## src/hdl/kli_pkg.sv

```systemverilog
// Shared types, constants and channel helpers for the keyframe light interpolator.
package kli_pkg;

	localparam int TIME_W   = 25;
	localparam int NOW_W    = 24;
	localparam int LVL_W    = 64;
	localparam int NUM_CHAN = 6;
	localparam int CHAN_W   = 3;
	localparam int QUO_W    = 17;
	localparam int PRD_W    = 44;
	localparam int CNT_W    = 5;
	localparam int DIF_W    = 26;

	localparam logic signed [TIME_W-1:0] END_MARK = -25'sd1;

	localparam logic OP_LOAD = 1'b0;
	localparam logic OP_TICK = 1'b1;

	typedef struct packed {
		logic load_we;
		logic latch_now;
		logic t_sel_to;
		logic cap_ft;
		logic cap_tt;
		logic advance;
		logic set_done;
		logic led_clr;
		logic led_inc;
		logic l_sel_to;
		logic cap_fl;
		logic cap_tl;
		logic chan_clr;
		logic chan_inc;
		logic mul;
		logic div_start;
		logic div_step;
		logic chan_done;
		logic out_load;
		logic out_ended;
	} cmd_t;

	typedef struct packed {
		logic done;
		logic in_range;
		logic to_at_end;
		logic tt_end;
		logic div_last;
		logic chan_last;
		logic led_last;
		logic out_free;
	} sts_t;

	// channel c of a packed level word: 0..3 bytes, 4..5 halfwords
	function automatic logic [15:0] chan_get(input logic [LVL_W-1:0] w,
			input logic [CHAN_W-1:0] c);
		logic [15:0] r;
		case (c)
			3'd0:    r = {8'd0, w[7:0]};
			3'd1:    r = {8'd0, w[15:8]};
			3'd2:    r = {8'd0, w[23:16]};
			3'd3:    r = {8'd0, w[31:24]};
			3'd4:    r = w[47:32];
			3'd5:    r = w[63:48];
			default: r = 16'd0;
		endcase
		return r;
	endfunction

	function automatic logic [LVL_W-1:0] chan_put(input logic [LVL_W-1:0] w,
			input logic [CHAN_W-1:0] c, input logic [15:0] v);
		logic [LVL_W-1:0] r;
		r = w;
		case (c)
			3'd0:    r[7:0]   = v[7:0];
			3'd1:    r[15:8]  = v[7:0];
			3'd2:    r[23:16] = v[7:0];
			3'd3:    r[31:24] = v[7:0];
			3'd4:    r[47:32] = v;
			3'd5:    r[63:48] = v;
			default: r = w;
		endcase
		return r;
	endfunction

endpackage

```

## src/hdl/kli_ctrl.sv

```systemverilog
// Controller: sequences loads, the key search and per-fixture interpolation.
module kli_ctrl (
	input  logic          clk,
	input  logic          arst_n,
	input  logic          in_valid,
	input  logic          in_op,
	output logic          in_ready,
	input  kli_pkg::sts_t sts,
	output kli_pkg::cmd_t cmd
);

	typedef enum logic [3:0] {
		ST_IDLE, ST_FT, ST_TT, ST_CHK, ST_ADV_RD, ST_ADV_CAP, ST_END_CHK,
		ST_LV_F, ST_LV_T, ST_LV_CAP, ST_MUL, ST_DIV_ST, ST_DIV, ST_FIN,
		ST_OUT, ST_END_OUT
	} state_t;

	state_t state_q, state_d;

	always_ff @(posedge clk or negedge arst_n) begin
		if (!arst_n) begin
			state_q <= ST_IDLE;
		end else begin
			state_q <= state_d;
		end
	end

	assign in_ready = (state_q == ST_IDLE);

	always_comb begin
		cmd     = '0;
		state_d = state_q;
		case (state_q)
			ST_IDLE: begin
				if (in_valid) begin
					if (in_op == kli_pkg::OP_LOAD) begin
						cmd.load_we = 1'b1;
					end else begin
						cmd.latch_now = 1'b1;
						if (sts.done) begin
							cmd.led_clr = 1'b1;
							state_d     = ST_END_OUT;
						end else begin
							state_d = ST_FT;
						end
					end
				end
			end
			ST_FT: begin
				cmd.cap_ft   = 1'b1;
				cmd.t_sel_to = 1'b1;
				state_d      = ST_TT;
			end
			ST_TT: begin
				cmd.cap_tt = 1'b1;
				state_d    = ST_CHK;
			end
			ST_CHK: begin
				if (sts.in_range) begin
					cmd.led_clr = 1'b1;
					state_d     = ST_LV_F;
				end else if (sts.to_at_end) begin
					cmd.set_done = 1'b1;
					cmd.led_clr  = 1'b1;
					state_d      = ST_END_OUT;
				end else begin
					cmd.advance = 1'b1;
					state_d     = ST_ADV_RD;
				end
			end
			ST_ADV_RD: begin
				cmd.t_sel_to = 1'b1;
				state_d      = ST_ADV_CAP;
			end
			ST_ADV_CAP: begin
				cmd.cap_tt = 1'b1;
				state_d    = ST_END_CHK;
			end
			ST_END_CHK: begin
				if (sts.tt_end) begin
					cmd.set_done = 1'b1;
					cmd.led_clr  = 1'b1;
					state_d      = ST_END_OUT;
				end else begin
					state_d = ST_CHK;
				end
			end
			ST_LV_F: begin
				state_d = ST_LV_T;
			end
			ST_LV_T: begin
				cmd.cap_fl   = 1'b1;
				cmd.l_sel_to = 1'b1;
				state_d      = ST_LV_CAP;
			end
			ST_LV_CAP: begin
				cmd.cap_tl   = 1'b1;
				cmd.chan_clr = 1'b1;
				state_d      = ST_MUL;
			end
			ST_MUL: begin
				cmd.mul = 1'b1;
				state_d = ST_DIV_ST;
			end
			ST_DIV_ST: begin
				cmd.div_start = 1'b1;
				state_d       = ST_DIV;
			end
			ST_DIV: begin
				cmd.div_step = 1'b1;
				if (sts.div_last) begin
					state_d = ST_FIN;
				end
			end
			ST_FIN: begin
				cmd.chan_done = 1'b1;
				if (sts.chan_last) begin
					state_d = ST_OUT;
				end else begin
					cmd.chan_inc = 1'b1;
					state_d      = ST_MUL;
				end
			end
			ST_OUT: begin
				if (sts.out_free) begin
					cmd.out_load = 1'b1;
					if (sts.led_last) begin
						state_d = ST_IDLE;
					end else begin
						cmd.led_inc = 1'b1;
						state_d     = ST_LV_F;
					end
				end
			end
			ST_END_OUT: begin
				if (sts.out_free) begin
					cmd.out_load  = 1'b1;
					cmd.out_ended = 1'b1;
					if (sts.led_last) begin
						state_d = ST_IDLE;
					end else begin
						cmd.led_inc = 1'b1;
					end
				end
			end
			default: begin
				state_d = ST_IDLE;
			end
		endcase
	end

endmodule

```

## config.mk

```make
export PLATFORM = sky130hd
export DESIGN_NAME = kli_ctrl
export DESIGN_NICKNAME = d
export VERILOG_FILES = /design/src/hdl/kli_pkg.sv /design/src/hdl/kli_ctrl.sv
export SDC_FILE = /design/constraint.sdc
export NUM_CORES = 1
export LEC_CHECK = 0
export ABC_AREA = 1
export BUFFER_PORTS_ARGS = -buffer_cell sky130_fd_sc_hd__buf_2
export CORE_AREA = 2 2 39 41
export CTS_BUF_LIST = sky130_fd_sc_hd__clkbuf_8
export CTS_CLUSTER_DIAMETER = 40
export DETAILED_ROUTE_END_ITERATION = 8
export DIE_AREA = 0 0 41 43
export PLACE_DENSITY = 0.81
export SYNTH_ARGS = -nofsm -noshare
export SYNTH_HDL_FRONTEND = slang
export SYNTH_SLANG_ARGS = --single-unit
```

## constraint.sdc

```tcl
create_clock -name clk -period 3.2 [get_ports clk]
set_input_delay 0.64 -clock clk [delete_from_list [all_inputs] [get_ports clk]]
set_output_delay 0.64 -clock clk [all_outputs]
set_load 0.01 [all_outputs]
```

==> impl_results.md, run 1 <==
- Outcome: complete, no violations
- Crit path required time: approximately 2600 ps
- Final setup violating endpoints: 0
- Power density cells: approximately 970 nW/um^2
- Nets: approximately 160
- Syn_nets: about 120
- Setup crit end kind: output port
- Largest register FFs: 4
- Crit-path cells: nor2_1 > inv_2 > nor2_4 > nand2_1 > o211ai_1 > buf_2
- Vias per cell: between 4 and 5
- Top Registers: state_q: 4 flops
- Total power: 736 uW
- Antenna diode instance count: 0
- Top cells by area, synth: nand2_1 21%, dfrtp_1 18%, nor2_1 15%
- Layout Skew: around 7.4 ps
- Die Ht: about 43 um
- Worst vdd ir: 0.486 mV
- Core Area: about 1400 um^2
- Warnings from Yosys: 0
- Placer Congestion: 0.919
- Syn Area/Cell: between 5 and 6 um^2
- Max Slew Vio Count: 0
- Mapped cell area: ~560 um^2
- Worst skew pair latency: 220 ps
- Crit-path slowest cell: dfrtp_1
- WL/cell: just over 10 um
- Fraction of layout cells with a size suffix above 1: 0.284
- CTS resizes: 0
- TritonRoute pass-1 iters: 4
- Synth top cells by count: 31 x nand2_1, 22 x nor2_1, 20 x inv_1
- ANT nets after route: 0
- CTS tree: done
- Area grow syn2layout: 36.2%
- Flop2flop setup slack: 1800 ps
- Register area share after synthesis: 0.180
- Yosys top cell area share: 0.209
- Rel. slew slack: 0.811
- Tmin final: ~2200 ps
- Vias after detailed routing: 772
- FMAX: ~0.46 GHz
- H-tree levels: 1
- Gr usage total: 0.215
- Max Buffers Root-to-Sink: 2
- IO buf count: 32
- Leakage power: roughly 0.53 nW
- Max_cap viols: 0
- Largest register by flop count: state_q
- Largest net degree at the start of global routing: 9
- Clock root buffer: clkbuf_8
- Overall die width: a little over 40 um
- Initial antenna violation count: 0
- Synth Flop Type: dfrtp_1
- Die Area: 1760 um^2
- Fin. Hold Viols: 0
- Post-CTS Repair Setup Buffers: 0
- CP top delay family: simple AND/OR/NAND/NOR gates
- Remaining DRCs: 0
- Async set or reset register ratio after synthesis: 1.00
- Most common cell in the netlist: nand2_1
- First-pass GRT wire length: approximately 2600 um
- Clock net sink count: 4
- Inserted Clock Buffers: 3
- Hold-fix buffers, CTS: 0
- Critical Path Source Type: flip-flop
- Syn Inst Count: 109
- Synth unique cells: 17
- DR iter-0 viols: 18
- WS Path Type: flip-flop to output port
- Setup TNS: 0 ps
- Crit share post-route: 0.685
- FP Rows: 14
- Worst Tran Pin Value: 283 ps
- IO Pins: 33
- Post-DP HPWL: 1340 um
- RSZ-0062 raised after global routing: false
- Worst min path class: primary input to async pin
- Register bit total from synthesis: 4
- Critical path buffers and inverters: 2
- Reg clk slew, reported paths: 30 ps
- Count of flip-flops with a built-in enable after synthesis: 0
- Most area-hungry cell type in the Yosys netlist: nand2_1
- Final wirelength: ~1600 um
- Worst stage delay on the critical path: 430 ps
- Vias in the first global route: 669
- Global route overflow: 0
- Critical Path Fanout Max: 7
- WP data arrival: ~1600 ps
- Starting Density: 0.402
## logic make-up after synthesis
kind of cell / synth area share
buf+inv: 0.184
compound gates: 0.0674
simple gates: 0.569
flops: 0.180
## path summary, 6_finish.rpt
| check | endpoint | from | cells after the start |
|---|---|---|---|
| worst max-delay path | cmd[12] | state_q[1]$_DFFE_PN0P_ | 6 |
| worst min-delay path | state_q[2]$_DFFE_PN0P_ | arst_n | 1 |
| worst max register to register | state_q[0]$_DFFE_PN0P_ | state_q[1]$_DFFE_PN0P_ | 8 |
| worst min register to register | state_q[0]$_DFFE_PN0P_ | state_q[0]$_DFFE_PN0P_ | 2 |
| max in group asynchronous | state_q[0]$_DFFE_PN0P_ | arst_n | 1 |
| min in group clk | state_q[0]$_DFFE_PN0P_ | state_q[0]$_DFFE_PN0P_ | 2 |
## layer usage
layer / GRT usage / part of all wire / wire length (um) / vias to the layer above
met5: 0 / 0 / 0 / -
met4: 0.100 / 0.010 / 16 / 0
met3: 0.0314 / 0.083 / 134 / 2
met2: 0.319 / 0.48 / 774 / 43
met1: 0.293 / 0.42 / 681 / 331
li1: - / - / - / 396
## worst reg2reg max path, delay by kind of cell, from the launching register on
kind	cells	cell delay, ps
buffers and inverters	1	100
AOI/OAI and AO/OA	1	90
and+or+nand+nor	6	630
DFF	1	430
## stage by stage
| stage | instance area [um^2] | hold slack [ps] | worst slack, ps | utilization | cells |
|---|---|---|---|---|---|
| 5_1_grt | 758 | 229 | 871 | 0.548 | 157 |
| 3_5_place_dp | 717 | 451 | 1270 | 0.518 | 154 |
| 2_1_floorplan | 557 | 344 | 1360 | - | 109 |
| 3_3_place_gp | 717 | 444 | 1320 | 0.518 | 154 |
| 6_report | 758 | 220 | 1010 | 0.548 | 157 |
| 4_1_cts | 758 | 220 | 1030 | 0.548 | 157 |
## power by group
| group | total (mW) | internal (mW) | leakage (nW) | switching [mW] |
|---|---|---|---|---|
| combinational | 0.503 | 0.171 | 0.458 | 0.332 |
| clock | 0.108 | 0.0803 | 0.0216 | 0.0274 |
| sequential | 0.125 | 0.0812 | 0.0477 | 0.0442 |
| total | 0.736 | 0.332 | 0.528 | 0.403 |
## cells in the final DEF, fill, tap and decap left out
| master | netlist | layout |
|---|---|---|
| buf_2 | 1 | 32 |
| nor2_4 | 1 | 1 |
| nand3b_1 | 1 | 1 |
| inv_2 | 2 | 2 |
| nor3b_1 | 1 | 1 |
| nor3_2 | 1 | 1 |
| o211ai_1 | 1 | 1 |
| clkbuf_8 | 0 | 3 |
| o21ai_1 | 1 | 1 |
| inv_1 | 20 | 20 |
| nand3_1 | 11 | 11 |
| nor2_1 | 22 | 22 |
| nor3_1 | 4 | 4 |
| dfrtp_1 | 4 | 4 |
| o21ai_0 | 5 | 5 |
| nor2_2 | 1 | 1 |
| nand2_1 | 31 | 31 |
## cell type report
| type | count | area, um^2 |
|---|---|---|
| Sequential cell | 4 | 100 |
| Timing Repair Buffer | 32 | 160 |
| Clock buffer | 3 | 41.3 |
| Multi-Input combinational cell | 80 | 354 |
| Tap cell | 16 | 20.0 |
| Inverter | 22 | 82.6 |
| Fill cell | 151 | 626 |
Power figures use the tool's default switching activity.
==> run 2: changes to the inputs <==
- clock period: 3.2 -> 2.05 ns (I/O delays scaled with it)
==> run 2 against run 1 <==
Net effect:
- via count is 3.2% higher
- worst setup slack worse by 880 ps
- final cell count is 0.64% higher
- register-to-register slack worse by 1100 ps
- final area is 1.8% higher
- combinational power is 56% higher
- wire length is 2.9% lower
- largest cell class unchanged
- sequential power is 62% higher
- clock skew is 3.1 ps lower
- die area stayed put
- worst hold slack better by 330 ps
==> impl_results.md, run 2 (synthesis gave the netlist of run 1 again) <==
- Worst Tran Pin Value: 271 ps (-12.1 ps)
- WP data arrival: 1510 ps (-40 ps)
- H-tree levels: 1 (unchanged)
- WL/cell: 9.88 um (-3.5%)
- Vias per cell: 5.04 (+2.6%)
- Placer Congestion: 0.933 (+1.6%)
- IO buf count: 32 (unchanged)
- CP top delay family: flip-flops
- Critical Path Source Type: flip-flop
- FMAX: just over 0.5 GHz
- Worst skew pair latency: 220 ps (about the same)
- Fin. Hold Viols: 0 (unchanged)
- ANT nets after route: 0 (unchanged)
- Final wirelength: 1560 um (-2.9%)
- CTS tree: done
- Worst vdd ir: 0.886 mV (+82%)
- Layout Skew: 4.37 ps (-3.06 ps)
- Max Slew Vio Count: 0 (unchanged)
- Rel. slew slack: 0.819 (+0.00826)
- Most frequent cells in the layout: 32 x buf_2, 31 x nand2_1, 21 x nor2_1
- Hold slack: 550 ps (+330 ps)
- Die Area: 1760 um^2 (unchanged)
- Gr usage total: 0.190 (-0.0248)
- DR WL met3: 133 um (-0.75%)
- RSZ-0062 raised after global routing: false
- Top Registers: state_q: 4 flops
- Crit-path cells: inv_1 > nand2_1 > nor2_4 > nand2_1 > o211ai_1 > buf_2
- Die Ht: 43 um (unchanged)
- Overall die width: 41 um (unchanged)
- Power density cells: 1490 nW/um^2 (+53%)
- Commonest non-fill, non-tap cell in the layout: buf_2
- Fraction of layout cells with a size suffix above 1: 0.296 (+0.0121)
- Clock root buffer: clkbuf_8
- Setup TNS: 0 ps (unchanged)
- Initial antenna violation count: 0 (unchanged)
- Starting Density: 0.402 (unchanged)
- Antenna diode instance count: 0 (unchanged)
- First-pass GRT wire length: 2330 um (-11%)
- Cell repeated most along the worst path: nand2_1
- Largest register by flop count: state_q
- WL met1: 715 um (+5.0%)
- Vias after detailed routing: 797 (+3.2%)
- Area grow syn2layout: 38.7%
- Nets: 156 (+0.65%)
- Outcome: complete, no violations
- Vias in the first global route: 625 (-6.6%)
- Critical Path Fanout Max: 8 (+1)
- Largest register FFs: 4 (unchanged)
- IO Pins: 33 (unchanged)
- Tmin final: roughly 1900 ps
- Final setup violating endpoints: 0 (unchanged)
- Post-DP HPWL: 1300 um (-3.0%)
- Reg clk slew, reported paths: 30 ps (about the same)
- TritonRoute pass-1 iters: 4 (unchanged)
- Remaining DRCs: 0 (unchanged)
- Max Buffers Root-to-Sink: 2 (unchanged)
- DR iter-0 viols: 29 (+11)
- Global route overflow: 0 (unchanged)
- Worst min path class: primary input to async pin
- Core Area: 1380 um^2 (unchanged)
- Clock net sink count: 4 (unchanged)
- Met2 WL: 711 um (-8.1%)
- Crit share post-route: 0.939
- Largest net degree at the start of global routing: 9 (unchanged)
- Inserted Clock Buffers: 3 (unchanged)
- Uppermost layer routed: met3
- FP Rows: 14 (unchanged)
- Max_cap viols: 0 (unchanged)
- Crit-path slowest cell: dfrtp_1
- Leakage power: 0.531 nW (+0.57%)
- Setup crit end kind: output port
- Worst stage delay on the critical path: 460 ps (+30 ps)
- Crit path required time: 1640 ps (-920 ps)
- Critical path buffers and inverters: 2 (unchanged)
- WS Path Type: flip-flop to output port
run 2: path summary, 6_finish.rpt:
check / startpoint / end / slack [ps] / cells after the start
min reg2reg: state_q[0]$_DFFE_PN0P_ / state_q[0]$_DFFE_PN0P_ / 660 / 2
max reg2reg: state_q[1]$_DFFE_PN0P_ / state_q[0]$_DFFE_PN0P_ / 660 / 8
min: arst_n / state_q[1]$_DFFE_PN0P_ / 550 / 2
max in group asynchronous: arst_n / state_q[3]$_DFFE_PN0P_ / 1370 / 2
max: state_q[2]$_DFFE_PN0P_ / cmd[12] / 130 / 6
min in group clk: sts[7] / state_q[2]$_DFFE_PN0P_ / 600 / 5
run 2: repair_timing:
action                                 CTS  global route
endpoints found under the hold margin    4             0
buffers inserted                         0             0
setup endpoints to repair                0             1
hold buffers                             1             0
resized for setup                        0             2
run 2: cell type report:
class	instances	area, um^2
fillers	146	612
well taps	16	20.0
clock buffers	3	41.3
repair buffers	33	170
flip-flops and latches	4	101
inverters	22	82.6
multi-input cells	80	357
run 2: routing by layer:
layer / vias up / global-route usage
met4: 0 / 0.0400
met3: 0 / 0.0471
met1: 354 / 0.259
met2: 42 / 0.294
met5: - / 0
li1: 401 / -
run 2: through the flow:
step / utilization / setup WS (ps) / area, um^2 / power, mW / cells
2_1_floorplan: - / 443 / 557 / 0.761 / 109
3_3_place_gp: 0.518 / 393 / 717 / 0.957 / 154
3_5_place_dp: 0.518 / 349 / 717 / 0.966 / 154
4_1_cts: 0.555 / 74.2 / 768 / 1.14 / 158
5_1_grt: 0.558 / 9.82 / 772 / 1.28 / 158
6_report: 0.558 / 126 / 772 / 1.15 / 158
run 2: power by group:
| part | switching (mW) | internal (mW) | total (mW) |
|---|---|---|---|
| registers | 0.0747 | 0.129 | 0.203 |
| logic | 0.514 | 0.270 | 0.784 |
| clock network | 0.0379 | 0.125 | 0.163 |
| total | 0.626 | 0.524 | 1.15 |
==> run 3: changes to the inputs <==
- GPL_TIMING_DRIVEN: unset -> 0
- RECOVER_POWER: unset -> 50
==> run 3 against run 2 <==
Net effect:
- register-to-register slack about the same
- total power up 1.0%
- critical path type unchanged
- wire length down 2.9%
- clock-buffer cell count unchanged
- via count down 2.0%
- worst setup slack worse by 42 ps
- non-clock buffer count up 3
- largest power group unchanged
- final area up 1.8%
- largest cell class unchanged
- critical endpoint unchanged
- final cell count up 1.9%
- first-iteration DRC count up 83%
- clock skew about the same
==> impl_results.md, run 3 (synthesis gave the netlist of run 1 again) <==
- FP Rows: 14 (unchanged)
- Reg clk slew, reported paths: 30 ps (about the same)
- Global route overflow: 0 (unchanged)
- Largest register FFs: 4 (unchanged)
- Flop2flop setup slack: 670 ps (about the same)
- RSZ-0062 raised after global routing: false
- Max Slew Vio Count: 0 (unchanged)
- Fin. Hold Viols: 0 (unchanged)
- Worst Tran Pin Value: 246 ps (-24.7 ps)
- Tmin final: 1970 ps (+41.8 ps)
- Clock root buffer: clkbuf_8
- Post-DP HPWL: 1220 um (-6.4%)
- R2R cell count: 9 (+1)
- DR iter-0 viols: 53 (+83%)
- Reg2reg start: state_q[2]$_DFFE_PN0P_
- Vias in the first global route: 654 (+4.6%)
- WP data arrival: 1560 ps (+50 ps)
- IO buf count: 32 (unchanged)
- RR Endpoint: state_q[2]$_DFFE_PN0P_
- Met2 Use GR: 0.300 (+0.00625)
- Setup crit end kind: output port
- CP top delay family: flip-flops
- Largest net degree at the start of global routing: 9 (unchanged)
- Layout Skew: 4.37 ps (-0.00315 ps)
- Core Area: 1380 um^2 (unchanged)
- Nets: 159 (+1.9%)
- Placer Congestion: 0.877 (-6.0%)
- Fraction of layout cells with a size suffix above 1: 0.269 (-0.0268)
- Overall die width: 41 um (unchanged)
- Antenna diode instance count: 0 (unchanged)
- Outcome: complete, no violations
- Worst stage delay on the critical path: 450 ps (about the same)
- Final setup violating endpoints: 0 (unchanged)
- Crit share post-route: 0.959 (+0.0204)
- Die Ht: 43 um (unchanged)
- Crit-path slowest cell: dfrtp_1
- Worst skew pair latency: 210 ps (about the same)
- IO Pins: 33 (unchanged)
- Critical Path Fanout Max: 7 (-1)
- Post-CTS Repair Setup Buffers: 0 (unchanged)
- Vias per cell: 4.85 (-3.8%)
- Critical Path Source Type: flip-flop
- Post-Place Worst Slack: 265 ps (-84.6 ps)
- Initial antenna violation count: 0 (unchanged)
- Starting Density: 0.402 (unchanged)
- Final Util: 0.568 (+0.00995)
- Crit-path cells: nor2_2 > inv_2 > nor2_4 > nand2_1 > o211ai_1 > buf_2
- Clock net sink count: 4 (unchanged)
- Met3 usage: 0.0681 (+0.0209)
- Die Area: 1760 um^2 (unchanged)
- CTS tree: done
- Crit path required time: 1640 ps (about the same)
- Largest register by flop count: state_q
- Final wirelength: 1520 um (-2.9%)
- Area grow syn2layout: 41.1%
- WS Path Type: flip-flop to output port
- Top Registers: state_q: 4 flops
- Inserted Clock Buffers: 3 (unchanged)
- Worst vdd ir: 0.813 mV (-8.2%)
- Vias after detailed routing: 781 (-2.0%)
- Worst min path class: primary input to async pin
- Gr usage total: 0.206 (+0.0162)
- Max Buffers Root-to-Sink: 2 (unchanged)
- Gr busiest metal: met2
- Remaining DRCs: 0 (unchanged)
- Final worst setup slack: 84.2 ps (-41.8 ps)
- Leakage power: 0.523 nW (-1.4%)
- First-pass GRT wire length: 2480 um (+6.2%)
- ANT nets after route: 0 (unchanged)
- TritonRoute pass-1 iters: 5 (+1)
- Fill cells: 149 (+2.1%)
- Rel. slew slack: 0.835 (+0.0158)
- Most frequent cells in the layout: 30 x nand2_1, 27 x buf_2, 21 x nor2_1
- Setup TNS: 0 ps (unchanged)
- Met1 global-route usage: 0.275 (+0.0164)
- WL/cell: 9.41 um (-4.8%)
- Commonest non-fill, non-tap cell in the layout: nand2_1
- Power density cells: 1480 nW/um^2 (-0.73%)
- Critical path buffers and inverters: 2 (unchanged)
- FMAX: 0.509 GHz (-2.1%)
- H-tree levels: 1 (unchanged)
- Max_cap viols: 0 (unchanged)
[run 3: cell type report]
cell class,count,area (um^2),area share
repair buffers,33,163,0.207
plain buffers,3,20.0,0.0255
clock buffers,3,41.3,0.0525
flip-flops and latches,4,100,0.127
inverters,22,82.6,0.105
well taps,16,20.0,0.0255
multi-input cells,80,359,0.457
[run 3: power by group]
group | switching [mW] | internal (mW)
Sequential | 0.0506 | 0.127
Clock | 0.0361 | 0.125
Combinational | 0.539 | 0.285
Total | 0.626 | 0.536
[run 3: per-layer routing]
metal	vias to the layer above	wire length (um)
met5	-	0
met2	41	708
met1	334	635
met3	2	161
li1	404	-
met4	0	9
[run 3: worst reg2reg max path, cell delays in order, from the launching register on]
cell,delay (ps)
dfrtp_1,340
buf_2,160
nand2_1,110
inv_1,80
nand2_1,100
o21ai_0,120
nor2_1,130
nand3_1,90
nand2_1,70
nand2_1,50
[run 3: repair_timing]
action | 4_1_cts | 5_1_grt
endpoints found under the setup margin | 0 | 1
hold endpoints to repair | 4 | 0
hold buffers | 1 | 0
gates resized for setup | 0 | 2
[run 3: worst max path at each step]
stage,start,end,slack [ps],cells after the start
2_1_floorplan,state_q[1]$_DFFE_PN0P_,cmd[12],440,5
3_3_place_gp,state_q[1]$_DFFE_PN0P_,cmd[12],270,6
3_5_place_dp,state_q[1]$_DFFE_PN0P_,cmd[12],260,6
4_1_cts,state_q[1]$_DFFE_PN0P_,cmd[12],30,6
5_1_grt,state_q[1]$_DFFE_PN0P_,cmd[12],30,6
6_report,state_q[1]$_DFFE_PN0P_,cmd[12],80,6
[run 3: metrics by stage]
stage	total power, mW	cell area, um^2	std cells	hold slack (ps)
6_report	1.16	786	161	556
3_5_place_dp	0.987	737	157	218
3_3_place_gp	0.972	737	157	214
4_1_cts	1.16	788	161	529
5_1_grt	1.30	786	161	598
2_1_floorplan	0.761	557	109	114
